==> src/rtl/assert_macros.svh <==
// Assertion macros shared by the RTL that checks itself.
`ifndef ASSERT_MACROS_SVH
`define ASSERT_MACROS_SVH

// Check an expression at every clock edge outside reset.
`define ASSERT_ALWAYS(lbl, expr, msg) \
    lbl: assert property (@(posedge i_clk) disable iff (!i_rst_n) (expr)) else $error(msg);

// Check that a condition implies a consequence in the same cycle.
`define ASSERT_IMPL(lbl, ante, cons, msg) \
    lbl: assert property (@(posedge i_clk) disable iff (!i_rst_n) (ante) |-> (cons)) \
        else $error(msg);

`endif

==> src/rtl/bspd_pkg.sv <==
// Types, register codes and reset values for the button press detector.
package bspd_pkg;

    localparam int TIME_W  = 32;
    localparam int CFG_W   = 16;
    localparam int CFG_IDX_W = 3;

    localparam logic [CFG_IDX_W-1:0] CFG_DEBOUNCE   = 3'd0;
    localparam logic [CFG_IDX_W-1:0] CFG_SHORT_MS   = 3'd1;
    localparam logic [CFG_IDX_W-1:0] CFG_LONG_MS    = 3'd2;
    localparam logic [CFG_IDX_W-1:0] CFG_KEY_MASK   = 3'd3;
    localparam logic [CFG_IDX_W-1:0] CFG_SHORT_EN   = 3'd4;
    localparam logic [CFG_IDX_W-1:0] CFG_LONG_EN    = 3'd5;

    localparam logic [CFG_W-1:0] RST_DEBOUNCE_MS = 16'd50;
    localparam logic [CFG_W-1:0] RST_SHORT_MS    = 16'd50;
    localparam logic [CFG_W-1:0] RST_LONG_MS     = 16'd1000;
    localparam logic [CFG_W-1:0] RST_KEY_MASK    = 16'd1;

    localparam logic MODE_POLL = 1'b0;
    localparam logic MODE_EDGE = 1'b1;

    typedef struct packed {
        logic [CFG_W-1:0] debounce_ms;
        logic [CFG_W-1:0] short_press_ms;
        logic [CFG_W-1:0] long_press_ms;
        logic [CFG_W-1:0] key_pin_mask;
        logic             short_event_enable;
        logic             long_event_enable;
    } t_cfg;

    typedef struct packed {
        logic              mode;
        logic [TIME_W-1:0] now_ms;
        logic [CFG_W-1:0]  pin_mask;
        logic              pin_level;
    } t_item;

    typedef struct packed {
        logic key_down;
        logic long_press;
        logic short_press;
    } t_result;

endpackage

==> src/rtl/bspd_cfg_regs.sv <==
// Configuration register file of the button press detector.
module bspd_cfg_regs import bspd_pkg::*; (
    input  logic                 i_clk,
    input  logic                 i_rst_n,
    input  logic                 i_wr_en,
    input  logic [CFG_IDX_W-1:0] i_wr_index,
    input  logic [CFG_W-1:0]     i_wr_data,
    output t_cfg                 o_cfg
);

    t_cfg r_cfg;
    t_cfg n_cfg;

    always_comb begin
        n_cfg = r_cfg;
        if (i_wr_en) begin
            case (i_wr_index)
                CFG_DEBOUNCE: n_cfg.debounce_ms        = i_wr_data;
                CFG_SHORT_MS: n_cfg.short_press_ms     = i_wr_data;
                CFG_LONG_MS:  n_cfg.long_press_ms      = i_wr_data;
                CFG_KEY_MASK: n_cfg.key_pin_mask       = i_wr_data;
                CFG_SHORT_EN: n_cfg.short_event_enable = i_wr_data[0];
                CFG_LONG_EN:  n_cfg.long_event_enable  = i_wr_data[0];
                default:      n_cfg = r_cfg;
            endcase
        end
    end

    always_ff @(posedge i_clk) begin
        if (!i_rst_n) begin
            r_cfg.debounce_ms        <= RST_DEBOUNCE_MS;
            r_cfg.short_press_ms     <= RST_SHORT_MS;
            r_cfg.long_press_ms      <= RST_LONG_MS;
            r_cfg.key_pin_mask       <= RST_KEY_MASK;
            r_cfg.short_event_enable <= 1'b0;
            r_cfg.long_event_enable  <= 1'b0;
        end else begin
            r_cfg <= n_cfg;
        end
    end

    assign o_cfg = r_cfg;

endmodule

==> src/rtl/bspd_eval.sv <==
// Press state and per-item evaluation of the button press detector.
module bspd_eval import bspd_pkg::*; (
    input  logic    i_clk,
    input  logic    i_rst_n,
    input  logic    i_adv,
    input  t_item   i_item,
    input  t_cfg    i_cfg,
    output t_result o_result
);

    logic [TIME_W-1:0] r_press_start;
    logic [TIME_W-1:0] r_last_edge;
    logic              r_pressed;
    logic              r_long_fired;

    logic [TIME_W-1:0] n_press_start;
    logic [TIME_W-1:0] n_last_edge;
    logic              n_pressed;
    logic              n_long_fired;

    logic [TIME_W-1:0] held;
    logic [TIME_W-1:0] since_edge;
    logic              edge_ok;
    logic              short_hit;
    logic              long_hit;

    assign held       = i_item.now_ms - r_press_start;
    assign since_edge = i_item.now_ms - r_last_edge;
    assign edge_ok    = (i_item.mode == MODE_EDGE)
                     && (i_item.pin_mask == i_cfg.key_pin_mask)
                     && (since_edge >= {{(TIME_W-CFG_W){1'b0}}, i_cfg.debounce_ms});

    always_comb begin
        n_press_start = r_press_start;
        n_last_edge   = r_last_edge;
        n_pressed     = r_pressed;
        n_long_fired  = r_long_fired;
        short_hit     = 1'b0;
        long_hit      = 1'b0;
        if (i_item.mode == MODE_POLL) begin
            // fire the long press once per press
            if (r_pressed && !r_long_fired
                && held >= {{(TIME_W-CFG_W){1'b0}}, i_cfg.long_press_ms}) begin
                n_long_fired = 1'b1;
                long_hit     = i_cfg.long_event_enable;
            end
        end else if (edge_ok) begin
            n_last_edge = i_item.now_ms;
            if (!i_item.pin_level) begin
                n_pressed     = 1'b1;
                n_long_fired  = 1'b0;
                n_press_start = i_item.now_ms;
            end else begin
                short_hit = r_pressed && !r_long_fired && i_cfg.short_event_enable
                         && held >= {{(TIME_W-CFG_W){1'b0}}, i_cfg.short_press_ms};
                n_pressed = 1'b0;
            end
        end
    end

    always_ff @(posedge i_clk) begin
        if (!i_rst_n) begin
            r_press_start <= '0;
            r_last_edge   <= '0;
            r_pressed     <= 1'b0;
            r_long_fired  <= 1'b0;
        end else if (i_adv) begin
            r_press_start <= n_press_start;
            r_last_edge   <= n_last_edge;
            r_pressed     <= n_pressed;
            r_long_fired  <= n_long_fired;
        end
    end

    assign o_result.short_press = short_hit;
    assign o_result.long_press  = long_hit;
    assign o_result.key_down    = n_pressed;

endmodule

==> src/rtl/button_short_long_press_detector_unit.sv <==
// Top level of the button short/long press detector.
//
// Input stream (s_axis): one transaction per poll or pin edge event. tuser
// carries the mode (0 poll, 1 edge); tdata carries the timestamp, pin mask
// and sampled level. Output stream (m_axis): exactly one result transaction
// per input transaction, in order, with short press, long press and the
// logical key state after the item.
// Configuration: write channel i_cfg_valid / o_cfg_ready with a register
// index and 16-bit data; ready is always high. Write only while idle.
// Pipeline: the input register takes the item, then the evaluation result
// is loaded into the output register once that slot is free.
// Throughput: one item per cycle while m_axis_tready stays high; the
// evaluation against the press state is combinational.
// Stall: when m_axis_tready is low, the output register holds its result and
// the input register holds one more item; after that s_axis_tready drops.
// Reset (synchronous, active low): clears both stage valids, the press state
// (released, no long press fired, timestamps zero) and restores register
// defaults: debounce 50, short 50, long 1000, key mask 1, events disabled.
`include "assert_macros.svh"

module button_short_long_press_detector_unit import bspd_pkg::*; (
    input  logic                 i_clk,
    input  logic                 i_rst_n,
    // input stream
    input  logic                 s_axis_tvalid,
    output logic                 s_axis_tready,
    input  logic [55:0]          s_axis_tdata,  // [31:0] now_ms, [47:32] pin_mask,
                                                // [48] pin_level, [55:49] zero
    input  logic [0:0]           s_axis_tuser,  // [0] mode
    // output stream
    output logic                 m_axis_tvalid,
    input  logic                 m_axis_tready,
    output logic [7:0]           m_axis_tdata,  // [0] short_press, [1] long_press,
                                                // [2] key_down, [7:3] zero
    // configuration writes
    input  logic                 i_cfg_valid,
    output logic                 o_cfg_ready,
    input  logic [CFG_IDX_W-1:0] i_cfg_index,
    input  logic [CFG_W-1:0]     i_cfg_data
);

    t_cfg    cfg;
    t_item   r_in;
    logic    r_in_vld;
    t_result r_out;
    logic    r_out_vld;
    t_result eval_res;
    logic    adv;
    logic    in_take;

    // configuration is always taken at once
    assign o_cfg_ready = 1'b1;

    bspd_cfg_regs u_cfg (
        .i_clk      (i_clk),
        .i_rst_n    (i_rst_n),
        .i_wr_en    (i_cfg_valid),
        .i_wr_index (i_cfg_index),
        .i_wr_data  (i_cfg_data),
        .o_cfg      (cfg)
    );

    // advance the held item into the output register when that slot frees
    assign adv           = r_in_vld && (!r_out_vld || m_axis_tready);
    assign s_axis_tready = !r_in_vld || adv;
    assign in_take       = s_axis_tvalid && s_axis_tready;

    always_ff @(posedge i_clk) begin
        if (!i_rst_n) begin
            r_in_vld <= 1'b0;
        end else if (s_axis_tready) begin
            r_in_vld <= s_axis_tvalid;
        end
    end

    // payload: load on every accepted transaction, no reset needed
    always_ff @(posedge i_clk) begin
        if (in_take) begin
            r_in.mode      <= s_axis_tuser[0];
            r_in.now_ms    <= s_axis_tdata[31:0];
            r_in.pin_mask  <= s_axis_tdata[47:32];
            r_in.pin_level <= s_axis_tdata[48];
        end
    end

    bspd_eval u_eval (
        .i_clk    (i_clk),
        .i_rst_n  (i_rst_n),
        .i_adv    (adv),
        .i_item   (r_in),
        .i_cfg    (cfg),
        .o_result (eval_res)
    );

    // output register: hold while the receiver stalls
    always_ff @(posedge i_clk) begin
        if (!i_rst_n) begin
            r_out_vld <= 1'b0;
        end else if (adv) begin
            r_out_vld <= 1'b1;
        end else if (m_axis_tready) begin
            r_out_vld <= 1'b0;
        end
    end

    always_ff @(posedge i_clk) begin
        if (adv) begin
            r_out <= eval_res;
        end
    end

    assign m_axis_tvalid = r_out_vld;
    assign m_axis_tdata  = {5'b0, r_out.key_down, r_out.long_press, r_out.short_press};

    // a short press ends the press, so the key reads released
    `ASSERT_IMPL(a_short_released, r_out_vld && r_out.short_press, !r_out.key_down, "short, key down")
    // a long press fires only while the key is held
    `ASSERT_IMPL(a_long_pressed, r_out_vld && r_out.long_press, r_out.key_down, "long, key up")
    // one item never reports both events
    `ASSERT_ALWAYS(a_one_event, !(r_out_vld && r_out.short_press && r_out.long_press), "both set")
    // with both stages full and the receiver stalled, take no new item
    `ASSERT_IMPL(a_full_stall, r_in_vld && r_out_vld && !m_axis_tready, !s_axis_tready, "taken full")

endmodule
==> config.mk <==
export PLATFORM = sky130hd
export DESIGN_NAME = button_short_long_press_detector_unit
export DESIGN_NICKNAME = d
export VERILOG_FILES = /design/src/rtl/bspd_pkg.sv /design/src/rtl/bspd_cfg_regs.sv /design/src/rtl/bspd_eval.sv /design/src/rtl/button_short_long_press_detector_unit.sv
export VERILOG_INCLUDE_DIRS = /design/src /design/src/rtl
export SDC_FILE = /design/constraint.sdc
export NUM_CORES = 1
export LEC_CHECK = 0
export BUFFER_PORTS_ARGS = -buffer_cell sky130_fd_sc_hd__buf_2
export CAP_MARGIN = 5
export CORE_ASPECT_RATIO = 0.8
export CORE_UTILIZATION = 55
export CTS_CLUSTER_SIZE = 10
export DETAILED_ROUTE_END_ITERATION = 10
export PLACE_DENSITY = 0.77
export SETUP_SLACK_MARGIN = 0.02
export SLEW_MARGIN = 20
export SYNTH_ARGS = -nofsm -noshare
export SYNTH_HDL_FRONTEND = slang
export SYNTH_SLANG_ARGS = --single-unit
==> constraint.sdc <==
create_clock -name i_clk -period 4.05 [get_ports i_clk]
set_input_delay 0.405 -clock i_clk [delete_from_list [all_inputs] [get_ports i_clk]]
set_output_delay 0.405 -clock i_clk [all_outputs]
set_load 0.01 [all_outputs]
==> out/results.tsv <==
stage	metric	value	unit
critical_path	slowest_delay	0.37	ns
timing	maxSlewViolCount	0	
timing	rsz0062_at_grt	true	
timing	fin_skew	0.0149	ns
worst_hold_path	hp-class	in -> reg	
floorplan	die_area	0.0222	mm^2
synthesis	synth_top_area_cell	dfxtp_1	
cts	clock_latency	0.46	ns
power_and_ir_drop	swShare	30.1	%
timing	final_hold_viol_count	0	
critical_path	critical_path_class	reg -> reg	
timing	setup_ws	-0.549	ns
outcome	violations	DRC, setup timing	
global_route	grt_pass1_wl	50500	um
synthesis	synth_ff_type	dfxtp_1	
cts	clk_pin_slew_worst_paths	0.08	ns
power_and_ir_drop	power_frac_seq	44.7	%
critical_path	critPathArrivalTime	4.81	ns
drt	routedWlPerCell	17.9	um
global_route	grt_max_degree	68	
floorplan	io-pin-count	92	
timing	fmax	0.217	GHz
synthesis	synthTopCellsByArea	dfxtp_1, edfxtp_1, ha_1	
synthesis	synthMuxAreaShare	6.17	%
timing	period_needed	4.60	ns
outcome	outcome	complete, but fails checks	
timing	slew_headroom	47.5	%
layout	fin_nets	1705	
cts	clock_sinks	187	
drt	first_pass_iters	9	
layout	utilization	66.5	%
synthesis	synth_area_per_cell	8.62	um^2
layout	syn_to_final_growth	17.1	%
critical_path	crit_path_start_kind	flip-flop	
power_and_ir_drop	p_clk_share	37.6	%
power_and_ir_drop	powerDensity	323	mW/mm^2
timing	final-setup-viol-count	68	
synthesis	synthDominantCellAreaShare	22.6	%
placed_design	dpl.hpwl	22700	um
synthesis	synthSimpleGateAreaFrac	16.9	%
synthesis	ys_types	84	
drt	drc	6	
placed_design	gp_congestion	0.892	
critical_path	cp_top_family	simple AND/OR/NAND/NOR gates	
synthesis	yosysWarnings	0	
global_route	grt_overflow	0	
synthesis	syn_area	0.0119	mm^2
synthesis	synth-xor-area-share	4.49	%
synthesis	yosysSeqAreaShare	35.9	%
cts	htree_levels	4	
drt	viasPerCell	5.83	
synthesis	synth_cells	1380	
cts	cts-root-buf	clkbuf_16	
floorplan	num_rows	47	
synthesis	synth-compound-area-share	17.2	%
cts	clock_path_buffers	2	
synthesis	yosysMostFrequentCell	nand2_1	
critical_path	cp_slowest_cell	edfxtp_1	
critical_path	cpMostUsedCell	nand4_1	
synthesis	synth-async-reset-ratio	0	%
floorplan	core_area	0.0209	mm^2
floorplan	die_h	134	um
timing	fin_hold_ws	0.112	ns
global_route	grt_usage	29.1	%
run	maxCapViolCount	0	
layout	antenna_cells	0	
critical_path	crit_buf_inv	3	
floorplan	initial_core_util	56.8	%
placed_design	io_buffer_count	78	
synthesis	ys_ff_latch	187	
cts	tritoncts	built	
drt	detail-route-antenna-nets	0	
global_route	antenna_found_initial	0	
power_and_ir_drop	power_frac_comb	17.7	%
drt	detailedRoute.firstIterationViolations	1038	
power_and_ir_drop	ir_drop	0.288	mV
synthesis	ys_top_cells_by_count	nand2_1, dfxtp_1, inv_1, a21oi_1, ha_1	
floorplan	die_width	166	um
power_and_ir_drop	p_sw	1350	uW
synthesis	synth_top_family_by_area	compound AO/OA/AOI/OAI gates	
global_route	first_global_vias	9944	
synthesis	synth_edf_count	53	
cts	cts_buffers	17	
power_and_ir_drop	totalPowerFinal	4500	uW
critical_path	end_kind	flip-flop	
drt	wirelength	32100	um
synthesis	yosys.area_share.adder	11.9	%
timing	fin_crit_sh	114	%
cts	hold_buffers	0	
power_and_ir_drop	intPower	3140	uW
layout	drive_gt1_share	17.1	%
power_and_ir_drop	power_leakage	0.00559	uW
critical_path	crit_chain	inv_2, ha_4, fa_2, and2b_1, o2111ai_2, a211o_1, and2_4, o21ai_2, xor2_1, ha_1, nand4_1, or3_1, or4_4, nand4_1, nor4_1, nand4_1, a2111oi_2, nand4_1, buf_4, buf_4, o21ai_2, mux2_4	
critical_path	crit_fanout	3	
critical_path	worstPathRequired	4.26	ns
timing	worstMarginPinSlew	0.788	ns
drt	vias	10500	
-- path summary, 6_finish.rpt --
kind	startpoint	slack, ns	cells after the start	endpoint
hold reg to reg	u_cfg.o_cfg[53]	0.46	2	u_cfg.o_cfg[53]
setup / recovery	r_in[17]	-0.55	22	m_axis_tdata[2]
setup reg to reg	r_in[17]	-0.55	22	m_axis_tdata[2]
hold / removal	s_axis_tdata[15]	0.11	1	r_in[32]
-- registers in the layout, indices dropped and copies added (netlist names) --
register	cells
r_in	50
u_eval.r_last_edge	32
m_axis_tdata	3
u_cfg.o_cfg	66
r_in_vld	1
u_eval.r_press_start	32
m_axis_tvalid	1
u_eval.r_long_fired	1
u_eval.r_pressed	1
-- power groups by stage --
stage	clock, uW	sequential, uW	combinational, uW
after floorplan	0	2040	500
after global placement	0	2050	721
after detailed placement	0	2050	738
after CTS	1710	2010	756
after global routing	1780	2010	879
final	1690	2010	797
-- area by class of cell --
type	instances	area, um^2
inverters	124	465
multi-input cells	1012	6990
clock buffers	17	425
flip-flops and latches	187	4270
well taps	269	337
clock inverters	15	173
fillers	1711	7010
repair buffers	170	1260
-- routing by layer --
metal	vias up	routed length [um]	share of wire (%)	track usage (%)
met5	-	0	0	0
met2	336	14400	45	46.5
met1	4960	14700	46	38.7
met4	0	1160	3.6	12.5
met3	78	1880	5.8	5.08
li1	5083	-	-	-
-- through the flow --
step	worst slack, ns	TNS (ns)	cell area, um^2	instances
floorplan	-0.0115	-0.309	11900	1384
global placement	-0.315	-18.45	12800	1745
detailed placement	-0.496	-28.73	12800	1745
CTS	-0.462	-25.95	13700	1788
global route	-0.834	-51.26	13900	1794
finish	-0.549	-32.44	13900	1794
-- layout by cell type, fill, tap and decap left out, types with 14 or more instances in the layout --
cell type  synthesis  routed
nand2_1          265     265
dfxtp_1          134     134
inv_1            124     123
a21oi_1          122     119
ha_1             110     107
buf_4             11      78
buf_2              6      77
mux2i_1           71      67
edfxtp_1          53      53
nor2_1            51      50
o21ai_0           46      40
xnor2_1           40      38
a21o_1            27      27
nand4_1           26      26
xor2_1            21      21
clkbuf_16          0      19
o211ai_1          18      18
nand3_1           18      17
o21a_1            14      14
-- timing repair --
action                                  4_1_cts  5_1_grt
pin swaps                                     6       10
buffers inserted                              8        6
endpoints found under the setup margin       69       69
resized for setup                            20       38
cloned                                        4        2
-- kinds of logic (layout without fill, tap and decap cells) --
logic type,after synthesis,in the layout
compound gates,313,313
xor+xnor,61,61
fa+ha+maj,112,112
buf+inv,185,326
flops,187,187
mux,73,73
other cells,2,6
simple gates,447,447
Note: power is estimated with default switching activity, not from simulation.
